## src/rtl/tile_code_run_decoder_macros.svh

```systemverilog
// ----------------------------------------------------------------------------
// tile code run decoder assertion macros
// shared concurrent assertion forms on clk_i, disabled during reset
// ----------------------------------------------------------------------------
`ifndef TILE_CODE_RUN_DECODER_MACROS_SVH
`define TILE_CODE_RUN_DECODER_MACROS_SVH

// property that holds at every clock edge out of reset
`define TCRD_ASSERT(lbl, prop, msg) \
  lbl: assert property (@(posedge clk_i) disable iff (!rst_ni) (prop)) else $error(msg);

// condition that implies a consequence in the same cycle
`define TCRD_ASSERT_IMPLY(lbl, ante, cons, msg) \
  lbl: assert property (@(posedge clk_i) disable iff (!rst_ni) (ante) |-> (cons)) \
    else $error(msg);

// condition that implies a consequence in the next cycle
`define TCRD_ASSERT_NEXT(lbl, ante, cons, msg) \
  lbl: assert property (@(posedge clk_i) disable iff (!rst_ni) (ante) |=> (cons)) \
    else $error(msg);

`endif

```

## src/rtl/tcrd_pkg.sv

```systemverilog
// ----------------------------------------------------------------------------
// tcrd_pkg
// types, codes and helpers shared by the tile code run decoder
// ----------------------------------------------------------------------------
package tcrd_pkg;

  localparam int unsigned TILE_TEXELS_DEF = 1024;

  localparam int unsigned BYTES_W   = 13;
  localparam logic [BYTES_W-1:0] BYTES_MAX = 13'h1fff;

  localparam int unsigned QDEPTH = 4;
  localparam int unsigned QAW    = $clog2(QDEPTH);

  typedef enum logic [1:0] {
    ENC_PACKED  = 2'd0,
    ENC_RLE     = 2'd1,
    ENC_CONST   = 2'd2,
    ENC_INVALID = 2'd3
  } enc_e;

  typedef struct packed {
    logic [9:0]  start;
    logic [10:0] length;
    logic [7:0]  runoff;
    logic [7:0]  capacity;
    logic [7:0]  flow;
    logic        err;
    logic        tend;
  } run_t;

  // nibble times 17 is the nibble repeated in both halves
  function automatic logic [7:0] level17(input logic [3:0] nib);
    return {nib, nib};
  endfunction

  function automatic run_t make_run(input logic [9:0]  start,
                                    input logic [10:0] length,
                                    input logic [3:0]  runoff,
                                    input logic [7:0]  cf);
    run_t r;
    r.start    = start;
    r.length   = length;
    r.runoff   = level17(runoff);
    r.capacity = level17(cf[7:4]);
    r.flow     = level17(cf[3:0]);
    r.err      = 1'b0;
    r.tend     = 1'b0;
    return r;
  endfunction

endpackage

```

## src/rtl/tcrd_out_queue.sv

```systemverilog
// ----------------------------------------------------------------------------
// tcrd_out_queue
// small result queue, up to two pushes and one pop per cycle
// ----------------------------------------------------------------------------
module tcrd_out_queue (
  input  logic          clk_i,
  input  logic          rst_ni,
  input  logic [1:0]    push_cnt_i,
  input  tcrd_pkg::run_t data0_i,
  input  tcrd_pkg::run_t data1_i,
  output logic          room_o,
  output logic          out_valid_o,
  input  logic          out_ready_i,
  output tcrd_pkg::run_t out_data_o
);
  import tcrd_pkg::*;

  run_t           mem_q [QDEPTH];
  logic [QAW-1:0] wr_ptr_q, wr_ptr_d;
  logic [QAW-1:0] rd_ptr_q, rd_ptr_d;
  logic [QAW:0]   cnt_q, cnt_d;
  logic           pop;

  assign out_valid_o = (cnt_q != '0);
  assign out_data_o  = mem_q[rd_ptr_q];
  assign pop         = out_valid_o && out_ready_i;
  assign room_o      = (cnt_q <= (QAW+1)'(QDEPTH - 2));

  always_comb begin
    wr_ptr_d = wr_ptr_q + QAW'(push_cnt_i);
    rd_ptr_d = rd_ptr_q + QAW'(pop);
    cnt_d    = cnt_q + (QAW+1)'(push_cnt_i) - (QAW+1)'(pop);
  end

  always_ff @(posedge clk_i or negedge rst_ni) begin
    if (!rst_ni) begin
      wr_ptr_q <= '0;
      rd_ptr_q <= '0;
      cnt_q    <= '0;
    end else begin
      wr_ptr_q <= wr_ptr_d;
      rd_ptr_q <= rd_ptr_d;
      cnt_q    <= cnt_d;
    end
  end

  always_ff @(posedge clk_i) begin
    if (push_cnt_i != 2'd0) begin
      mem_q[wr_ptr_q] <= data0_i;
    end
    if (push_cnt_i == 2'd2) begin
      mem_q[wr_ptr_q + QAW'(1)] <= data1_i;
    end
  end

endmodule

```

## src/rtl/tile_code_run_decoder.sv

```systemverilog
// ----------------------------------------------------------------------------
// tile_code_run_decoder
// decodes tile payload bytes into texel runs with scaled nibble levels
// ----------------------------------------------------------------------------
// input channel: in_valid_i/in_ready_o, one payload byte per transfer with
//   its encoding, first and last marks
// output channel: out_valid_o/out_ready_i, one run per transfer; a byte
//   gives zero, one or two runs, a malformed tile one error run at its end
// path: a byte is captured in the input register, then decoded into the
//   tile state and the result queue, from which its runs transfer
// throughput: one byte per cycle while not stalled, one run per cycle while
//   out_ready_i is high; the four-entry result queue absorbs the two runs
//   of a packed group
// stall: when the queue holds more than two runs the input register holds
//   its byte and in_ready_o drops; nothing is lost or repeated
// reset: tile state returns to an empty packed tile, the input register and
//   queue empty; held bytes are not cleared and are always written first
// ----------------------------------------------------------------------------
module tile_code_run_decoder #(
  parameter int unsigned TILE_TEXELS = tcrd_pkg::TILE_TEXELS_DEF
) (
  input  logic       clk_i,
  input  logic       rst_ni,
  input  logic       in_valid_i,
  output logic       in_ready_o,
  input  logic [7:0] payload_byte_i,
  input  logic [1:0] encoding_i,
  input  logic       first_byte_i,
  input  logic       last_byte_i,
  output logic       out_valid_o,
  input  logic       out_ready_i,
  output logic [9:0] run_start_o,
  output logic [10:0] run_length_o,
  output logic [7:0] runoff_level_o,
  output logic [7:0] capacity_level_o,
  output logic [7:0] flow_level_o,
  output logic       error_o,
  output logic       tile_end_o
);
  import tcrd_pkg::*;
  `include "tile_code_run_decoder_macros.svh"

  localparam int unsigned TW = $clog2(TILE_TEXELS + 1);
  localparam int unsigned SW = ((TW > 16) ? TW : 16) + 1;
  localparam logic [TW-1:0] TOTAL = TW'(TILE_TEXELS);

  // input register
  logic       in_v_q;
  logic [7:0] byte_q;
  enc_e       enc_q;
  logic       first_q, last_q;

  // tile state
  enc_e             mode_q, mode_d;
  logic [1:0]       phase_q, phase_d;
  logic [BYTES_W-1:0] bytes_q, bytes_d;
  logic [TW-1:0]    tex_q, tex_d;
  logic             failed_q, failed_d;
  logic [7:0]       held_q [3];
  logic [7:0]       held_d [3];

  // decode temporaries
  enc_e               mode_e;
  logic [1:0]         phase_e, phase_n;
  logic [BYTES_W-1:0] bytes_e, bytes_n;
  logic [TW-1:0]      tex_e, tex_n;
  logic               fail_e;
  logic [15:0]        count;
  logic               ok;

  run_t       run0, run1;
  logic [1:0] n_runs, push_cnt;
  logic       room, adv;
  run_t       out_run;

  assign adv        = in_v_q && room;
  assign in_ready_o = !in_v_q || adv;
  assign push_cnt   = adv ? n_runs : 2'd0;
  assign count      = {held_q[1], held_q[0]};

  always_ff @(posedge clk_i or negedge rst_ni) begin
    if (!rst_ni) begin
      in_v_q <= 1'b0;
    end else if (in_valid_i && in_ready_o) begin
      in_v_q <= 1'b1;
    end else if (adv) begin
      in_v_q <= 1'b0;
    end
  end

  always_ff @(posedge clk_i) begin
    if (in_valid_i && in_ready_o) begin
      byte_q  <= payload_byte_i;
      enc_q   <= enc_e'(encoding_i);
      first_q <= first_byte_i;
      last_q  <= last_byte_i;
    end
  end

  always_comb begin
    mode_e  = mode_q;
    phase_e = phase_q;
    bytes_e = bytes_q;
    tex_e   = tex_q;
    fail_e  = failed_q;
    held_d  = held_q;
    run0    = '0;
    run1    = '0;
    n_runs  = 2'd0;
    ok      = 1'b0;

    if (first_q) begin
      mode_e  = enc_q;
      phase_e = 2'd0;
      bytes_e = '0;
      tex_e   = '0;
      fail_e  = (enc_q == ENC_INVALID);
    end
    bytes_n = (bytes_e < BYTES_MAX) ? bytes_e + BYTES_W'(1) : bytes_e;
    phase_n = phase_e;
    tex_n   = tex_e;

    case (mode_e)
      ENC_PACKED: begin
        if (phase_e < 2'd2) begin
          held_d[phase_e] = byte_q;
          phase_n = phase_e + 2'd1;
        end else begin
          phase_n = 2'd0;
          if (!fail_e && (SW'(tex_e) + SW'(2) > SW'(TILE_TEXELS))) begin
            fail_e = 1'b1;
          end
          if (!fail_e) begin
            run0   = make_run(10'(tex_e), 11'd1, byte_q[7:4], held_q[0]);
            run1   = make_run(10'(tex_e + TW'(1)), 11'd1, byte_q[3:0], held_q[1]);
            n_runs = 2'd2;
            tex_n  = tex_e + TW'(2);
          end
        end
      end
      ENC_RLE: begin
        if (phase_e < 2'd3) begin
          held_d[phase_e] = byte_q;
          phase_n = phase_e + 2'd1;
        end else begin
          phase_n = 2'd0;
          if (!fail_e && ((count == 16'd0) ||
                          (SW'(tex_e) + SW'(count) > SW'(TILE_TEXELS)))) begin
            fail_e = 1'b1;
          end
          if (!fail_e) begin
            run0   = make_run(10'(tex_e), 11'(count), byte_q[3:0], held_q[2]);
            n_runs = 2'd1;
            tex_n  = tex_e + TW'(count);
          end
        end
      end
      ENC_CONST: begin
        if (bytes_n == BYTES_W'(1)) begin
          held_d[0] = byte_q;
        end else if (bytes_n != BYTES_W'(2)) begin
          fail_e = 1'b1;
        end
      end
      default: begin
        fail_e = 1'b1;
      end
    endcase

    mode_d   = mode_e;
    phase_d  = phase_n;
    bytes_d  = bytes_n;
    tex_d    = tex_n;
    failed_d = fail_e;

    if (last_q) begin
      if (mode_e == ENC_CONST) begin
        ok = !fail_e && (bytes_n == BYTES_W'(2));
        if (ok) begin
          run0   = make_run(10'd0, 11'(TILE_TEXELS), byte_q[3:0], held_q[0]);
          n_runs = 2'd1;
        end
      end else begin
        ok = !fail_e && (phase_n == 2'd0) && (tex_n == TOTAL) && (n_runs != 2'd0);
      end
      if (ok) begin
        if (n_runs == 2'd2) begin
          run1.tend = 1'b1;
        end else begin
          run0.tend = 1'b1;
        end
      end else begin
        run0      = '0;
        run0.err  = 1'b1;
        run0.tend = 1'b1;
        n_runs    = 2'd1;
      end
      mode_d   = ENC_PACKED;
      phase_d  = 2'd0;
      bytes_d  = '0;
      tex_d    = '0;
      failed_d = 1'b0;
    end
  end

  always_ff @(posedge clk_i or negedge rst_ni) begin
    if (!rst_ni) begin
      mode_q   <= ENC_PACKED;
      phase_q  <= 2'd0;
      bytes_q  <= '0;
      tex_q    <= '0;
      failed_q <= 1'b0;
    end else if (adv) begin
      mode_q   <= mode_d;
      phase_q  <= phase_d;
      bytes_q  <= bytes_d;
      tex_q    <= tex_d;
      failed_q <= failed_d;
    end
  end

  always_ff @(posedge clk_i) begin
    if (adv) begin
      held_q <= held_d;
    end
  end

  tcrd_out_queue u_queue (
    .clk_i       (clk_i),
    .rst_ni      (rst_ni),
    .push_cnt_i  (push_cnt),
    .data0_i     (run0),
    .data1_i     (run1),
    .room_o      (room),
    .out_valid_o (out_valid_o),
    .out_ready_i (out_ready_i),
    .out_data_o  (out_run)
  );

  assign run_start_o      = out_run.start;
  assign run_length_o     = out_run.length;
  assign runoff_level_o   = out_run.runoff;
  assign capacity_level_o = out_run.capacity;
  assign flow_level_o     = out_run.flow;
  assign error_o          = out_run.err;
  assign tile_end_o       = out_run.tend;

  `TCRD_ASSERT(a_tex_bound, tex_q <= TOTAL, "texel count past tile size")
  `TCRD_ASSERT_IMPLY(a_err_run, out_valid_o && error_o,
    tile_end_o && (run_length_o == 11'd0), "error run not a bare tile end")
  `TCRD_ASSERT_IMPLY(a_packed_phase, mode_q == ENC_PACKED, phase_q != 2'd3,
    "packed phase out of range")
  `TCRD_ASSERT_NEXT(a_tile_clear, adv && last_q,
    (bytes_q == '0) && (tex_q == '0) && !failed_q, "tile state not cleared")

endmodule
```

## config.mk

```make
export PLATFORM = sky130hd
export DESIGN_NAME = tile_code_run_decoder
export DESIGN_NICKNAME = d
export VERILOG_FILES = /design/src/rtl/tcrd_pkg.sv /design/src/rtl/tcrd_out_queue.sv /design/src/rtl/tile_code_run_decoder.sv
export VERILOG_INCLUDE_DIRS = /design/src /design/src/rtl
export SDC_FILE = /design/constraint.sdc
export NUM_CORES = 1
export LEC_CHECK = 0
export BUFFER_PORTS_ARGS = -buffer_cell sky130_fd_sc_hd__buf_2
export CAP_MARGIN = 30
export CORE_MARGIN = 2
export CORE_UTILIZATION = 39
export CTS_BUF_LIST = sky130_fd_sc_hd__clkbuf_4 sky130_fd_sc_hd__clkbuf_8
export CTS_CLUSTER_SIZE = 14
export DETAILED_ROUTE_END_ITERATION = 8
export PLACE_DENSITY = 0.64
export SYNTH_ARGS = -nofsm -noshare
export SYNTH_HDL_FRONTEND = slang
export SYNTH_SLANG_ARGS = --single-unit
```

## constraint.sdc

```tcl
create_clock -name clk_i -period 6.3 [get_ports clk_i]
set_input_delay 1.26 -clock clk_i [delete_from_list [all_inputs] [get_ports clk_i]]
set_output_delay 1.26 -clock clk_i [all_outputs]
set_load 0.1 [all_outputs]
```

Word level (Yosys, flattened, before mapping)
Memories as Yosys holds them, arrays and structs flattened.
Index checks and enable logic that the tools add are counted.
Word-level totals
  flip-flop bits (word level): 73
  bits in writable memories: 188
  bits of input ports: 16
  output and inout port bits: 49
  logic and storage cells: 150
  memories: 1
Memories
  u_queue.mem_q: depth 4, width 47, rd ports 1, clocked after Yosys merged registers in 0, wr ports 2, RTL line tcrd_out_queue.sv:18  | run_t mem_q [QDEPTH];
Operators by class
  add/subtract/negate cells: 12
  order comparisons: 8
  eq/ne operators: 12
  mux-type cells: 74
  bitwise operators: 1
  reduce and logical (&&, ||, !) cells: 26
Operators with widths (count)
  $mux W47: 10
  $pmux W47 S2: 1
  $mux W11: 6
  $mux W24: 2
  $mux W46: 1
  $mux W13: 3
  $pmux W16 S2: 1
  $mux W2: 14
  $mux W1: 27
  $bwmux W24: 1
  $pmux W8 S3: 1
  $pmux W11 S2: 1
  $add A11 B16 Y17: 1
  $gt A17 B11 Y1 const B: 1
  $demux W8 S2: 1
  $logic_not A16 Y1: 1
  $mux W8: 2
  $add A13 B1 Y13 const B: 1
  $eq A13 B1 Y1 const B: 1
  $eq A13 B2 Y1 const B: 1
  $lt A13 B13 Y1 const B: 1
  $ne A13 B2 Y1 const B: 1
  $add A11 B2 Y12 const B: 1
  $gt A12 B11 Y1 const B: 1
  other kinds (27): 52

Longest topological paths before layout
  depth after elaboration: 22
  mapped depth: 25
  mapped depth without buffers: 19

By module
From an unflattened synthesis, not the netlist that was laid out.
Unflattened totals
  cell total of the unflattened synthesis: 1200
  area, all modules: 15491.1 sq um
Modules (own cells, without submodules)
  tcrd_out_queue: instances 1, cells each 494, area each 9625.5 sq um
  tile_code_run_decoder: instances 1, cells each 706, area each 5865.6 sq um

Worst setup path before layout
Ideal clock, no wire load.
  kind: register -> register
  start: register first_q
  end: register u_queue.cnt_q[2]
  setup time: 0.123 ns
  data arrival time: 5.427 ns
  data required time: 6.177 ns
  setup slack: 0.751 ns
  cell stages (with the launch flop): 23
  path buffers: 5
  period minus slack after synthesis: 5.549 ns
  cell sequence: edfxtp_1 buf_2 buf_2 buf_2 nor2b_1 clkbuf_1 ha_1 ha_1 nand3_1 a211o_1 and2_1 clkbuf_1 o41ai_2 o311ai_0 a2111o_1 o32a_1 a2111oi_4 nor2_2 or3_1 ha_1 inv_1 fa_1 xnor2_1
Between the ends
  word-level cells in the longest chain between the ends: 21
  elaborated cells on any way between the ends: 69
  those cells by class: add/sub (8); order compare (5); eq/ne (6); mux (38); reduce/logical (12)
Ends and longest elaborated chain
  from (decl): RTL line tile_code_run_decoder.sv:51  | logic first_q, last_q;
  from (signal assigned): RTL line tile_code_run_decoder.sv:95  | first_q <= first_byte_i;
  $mux W11: RTL line tile_code_run_decoder.sv:112  | if (first_q) begin
  $add A11 B16 Y17: RTL line tile_code_run_decoder.sv:148  | (SW'(tex_e) + SW'(count) > SW'(TILE_TEXELS)))) begin
  $gt A17 B11 Y1: RTL line tile_code_run_decoder.sv:148
  $logic_or A1 B1 Y1: RTL line tile_code_run_decoder.sv:147  | if (!fail_e && ((count == 16'd0) ||
  $logic_and A1 B1 Y1: RTL line tile_code_run_decoder.sv:147
  $mux W1: RTL line tile_code_run_decoder.sv:147
  $mux W1: RTL line tile_code_run_decoder.sv:142  | if (phase_e < 2'd3) begin
  $mux W1: RTL line tile_code_run_decoder.sv:123  | case (mode_e)
  (+6 left out)
  $mux W1: RTL line tile_code_run_decoder.sv:177  | if (mode_e == ENC_CONST) begin
  $mux W1: RTL line tile_code_run_decoder.sv:176  | if (last_q) begin
  $mux W2: RTL line tile_code_run_decoder.sv:186  | if (ok) begin
  $mux W2 *: RTL line tile_code_run_decoder.sv:176
  $mux W2 *: RTL line tile_code_run_decoder.sv:78  | assign push_cnt = adv ? n_runs : 2'd0;
  $add A3 B2 Y3 *: RTL line tcrd_out_queue.sv:32  | cnt_d = cnt_q + (QAW+1)'(push_cnt_i) - (QAW+1)'(pop);
  $sub A3 B1 Y3 *: RTL line tcrd_out_queue.sv:32
  via u_queue.cnt_d[2]: RTL line tcrd_out_queue.sv:21  | logic [QAW:0] cnt_q, cnt_d;
  to (signal assigned): RTL line tcrd_out_queue.sv:43  | cnt_q <= cnt_d;
  to (decl): RTL line tcrd_out_queue.sv:21
Mark *: on every way through the listed nets, which the timed path passes. The rest lies on a longest branch. The select of a mux whose other input is x is not followed.
A chain may end at the register's enable or synchronous reset.

Worst setup path after layout
Same ends and word-level chain as after synthesis.

==> results.yml <==
sta:
  timing.final.hold_violations: 0
  setup_viol: 0
  slew_headroom_pct: 27.6
  post-route-period-util_pct: 92.6
  finalCriticalPeriod_ps: 5830
  setup_tns_ps: 0
  fin_worst_skew_ps: 40.8
  drv_slew: 0
  tightestPinTransition_ps: 1080
  rsz0062_at_grt: "false"
  fmaxAchievable_mhz: 171
cts:
  holdBufCountCts: 0
  cts_tree: "built"
  cts_buffers: 38
  clkLatencyLatePin_ps: 560
  cts_sinks: 213
  clk_path_buf_depth: 3
  clkSlewWorstSetupHoldPaths_ps: 60
  ctsRootBufferMaster: "clkbuf_8"
  postCtsResizedCells: 0
  post_cts_buffers: 0
  cts_max_level: 2
logic_synthesis:
  synth.most_common_cell: "edfxtp_1"
  syn-num-nets: 1149
  syn_area_mm2: 0.0119
  synth_flop_cell: "edfxtp_1"
  synth_edf_count: 132
  ys_seq_area_share_pct: 48.3
  synth_cell_type_count: 87
  yosysTopAreaCell: "edfxtp_1"
  synth-seq-cells: 213
  async_flop_share_pct: 17.4
  postSynthCellCount: 1116
  synth.top_cell.area_share_pct: 33.2
  syn_avg_cell_area_um2: 10.7
  synth_top_cells_by_area: "edfxtp_1 (33%), dfrtp_1 (7.8%), dfxtp_1 (7.4%)"
  synthTopCellsByCount: "edfxtp_1 (132), nand2_1 (98), a22o_1 (72)"
  yosysWarnings: 0
job:
  drv_cap: 0
global_route:
  track_usage_pct: 22.6
  gr-total-overflow: 0
  grt_max_degree: 42
  grt_pass1_wl_mm: 55.2
  first_global_vias: 9298
  antenna_found_initial: 1
route:
  via_per_inst: 6.05
  initialDrtViolationCount: 1147
  drt_first_pass_iters: 6
  final_antenna_net_count: 0
  vias: 9608
  drc: 0
  avgRoutedWirePerCell_um: 22.7
  routed_wl_mm: 36.1
die:
  die-width_um: 179
  rows: 64
  core_region_area_mm2: 0.0303
  io_pins: 65
  initial_core_util_pct: 39.4
  die_height_um: 179
  dieArea_mm2: 0.0320
layout:
  postLayoutCellArea_mm2: 0.0135
  n_fill_cell: 2820
  n_antenna_cell: 0
  layout-drive-gt1-share_pct: 18.9
  nNetsFinal: 1196
  syn_to_final_growth_pct: 12.8
setup_path:
  cp.arrival_ps: 6280
  start_kind: "flop"
  endpoint_kind: "flop"
  worst-setup-path-type: "flop to flop"
  crit_path_max_fanout: 20
  required_ps: 6740
power_and_ir_drop:
  cellPowerDensity_mw_per_mm2: 454
  p_leak_uw: 0.00482
  vdd_ir_drop_max_mv: 0.575
place:
  io_buffers: 64
  hpwl_mm: 24.9
  placed_area_mm2: 0.0126
  place_congestion: 0.968
min_path:
  min_path_type: "flop to flop"
outcome:
  status: "complete, no violations"
## registers in the layout (all words and copies together), names as in the netlist
register / count
first_q: 1
u_queue.mem_q: 140
u_queue.wr_ptr_q: 2
mode_q: 2
phase_q: 2
enc_q: 2
failed_q: 1
bytes_q: 13
byte_q: 8
held_q: 8
last_q: 1
tex_q: 11
in_v_q: 1
u_queue.cnt_q: 3
count: 16
u_queue.rd_ptr_q: 2
## kinds of logic (layout without fill, tap and decap cells)
logic type / count (synthesis) / count (layout) / synth area share (%)
AO/OA/AOI/OAI: 342 / 342 / 20.7
AND/OR/NAND/NOR: 336 / 336 / 14.2
flip-flops: 213 / 213 / 48.3
buffers and inverters: 123 / 200 / 4.57
multiplexers: 44 / 44 / 7.37
XOR/XNOR: 40 / 40 / 2.93
adder cells (fa/ha/maj): 18 / 18 / 1.93
## critical path, cell delays in order, from the launching register on
cell       delay [ps]
edfxtp_1          510
buf_4             280
nand2b_1          360
nor4_2            620
o221ai_1          370
a211oi_4          640
a211oi_1          150
a21o_1            200
a221o_1           300
o32a_1            350
a2111oi_4         280
buf_4             260
nor2_2             50
or3_1             430
ha_1              310
inv_1              50
fa_1              430
xnor2_1           140
## layout make-up
type                            instances  area [um2]  area share (%)
Multi-Input combinational cell        780        5630            41.8
Timing Repair Buffer                  103         626            4.64
Inverter                               27         101           0.752
Clock buffer                           55         688            5.11
Clock inverter                         15         163            1.21
Sequential cell                       213        5770            42.8
Tap cell                              396         495            3.68
## per-stage QoR
step / instances / power [uW] / worst slack [ps] / hold slack (ps) / utilization, %
global route: 1589 / 6380 / 172 / 465 / 44.4
detailed placement: 1518 / 4690 / 633 / 449 / 41.5
floorplan: 1116 / 4160 / 751 / 431 / -
global placement: 1517 / 4670 / 654 / 442 / 41.5
CTS: 1588 / 6140 / 614 / 458 / 44.3
finish: 1589 / 6120 / 466 / 465 / 44.4
## per-layer routing
metal / GRT usage [%] / vias to the layer above / share of wire, %
met5: 0 / - / 0
met4: 8.37 / 0 / 3.0
met3: 3.88 / 78 / 7.7
met2: 35.2 / 435 / 46
met1: 31.5 / 4719 / 43
li1: - / 4376 / -
## report_power, final
part / switching, uW / internal, uW / total, uW
sequential: 226 / 1700 / 1920
clock: 604 / 834 / 1440
combinational: 2120 / 634 / 2760
## path summary, 6_finish.rpt
check,start,to,slack (ps),depth (start not counted)
min,u_queue.mem_q[1][1],u_queue.mem_q[1][1],460,2
min reg2reg,u_queue.mem_q[1][1],u_queue.mem_q[1][1],460,2
max,first_q,u_queue.cnt_q[2],470,17
min in group asynchronous,rst_ni,in_v_q,490,1
max in group asynchronous,rst_ni,tex_q[5],5370,2
max reg2reg,first_q,u_queue.cnt_q[2],470,17
## layout by cell type (no fill, tap or decap), types with 21 or more instances in the layout
cell type	instances
edfxtp_1	132
nand2_1	98
a22o_1	72
nor2_1	71
buf_2	64
a21oi_1	51
o21ai_0	48
clkbuf_8	44
dfxtp_1	44
o22ai_1	42
buf_4	38
dfrtp_1	36
mux4_2	35
nand3_1	30
inv_1	26
xnor2_1	26
and2_1	23
nor2b_1	21
No activity file was read; power rests on OpenSTA's default activity.
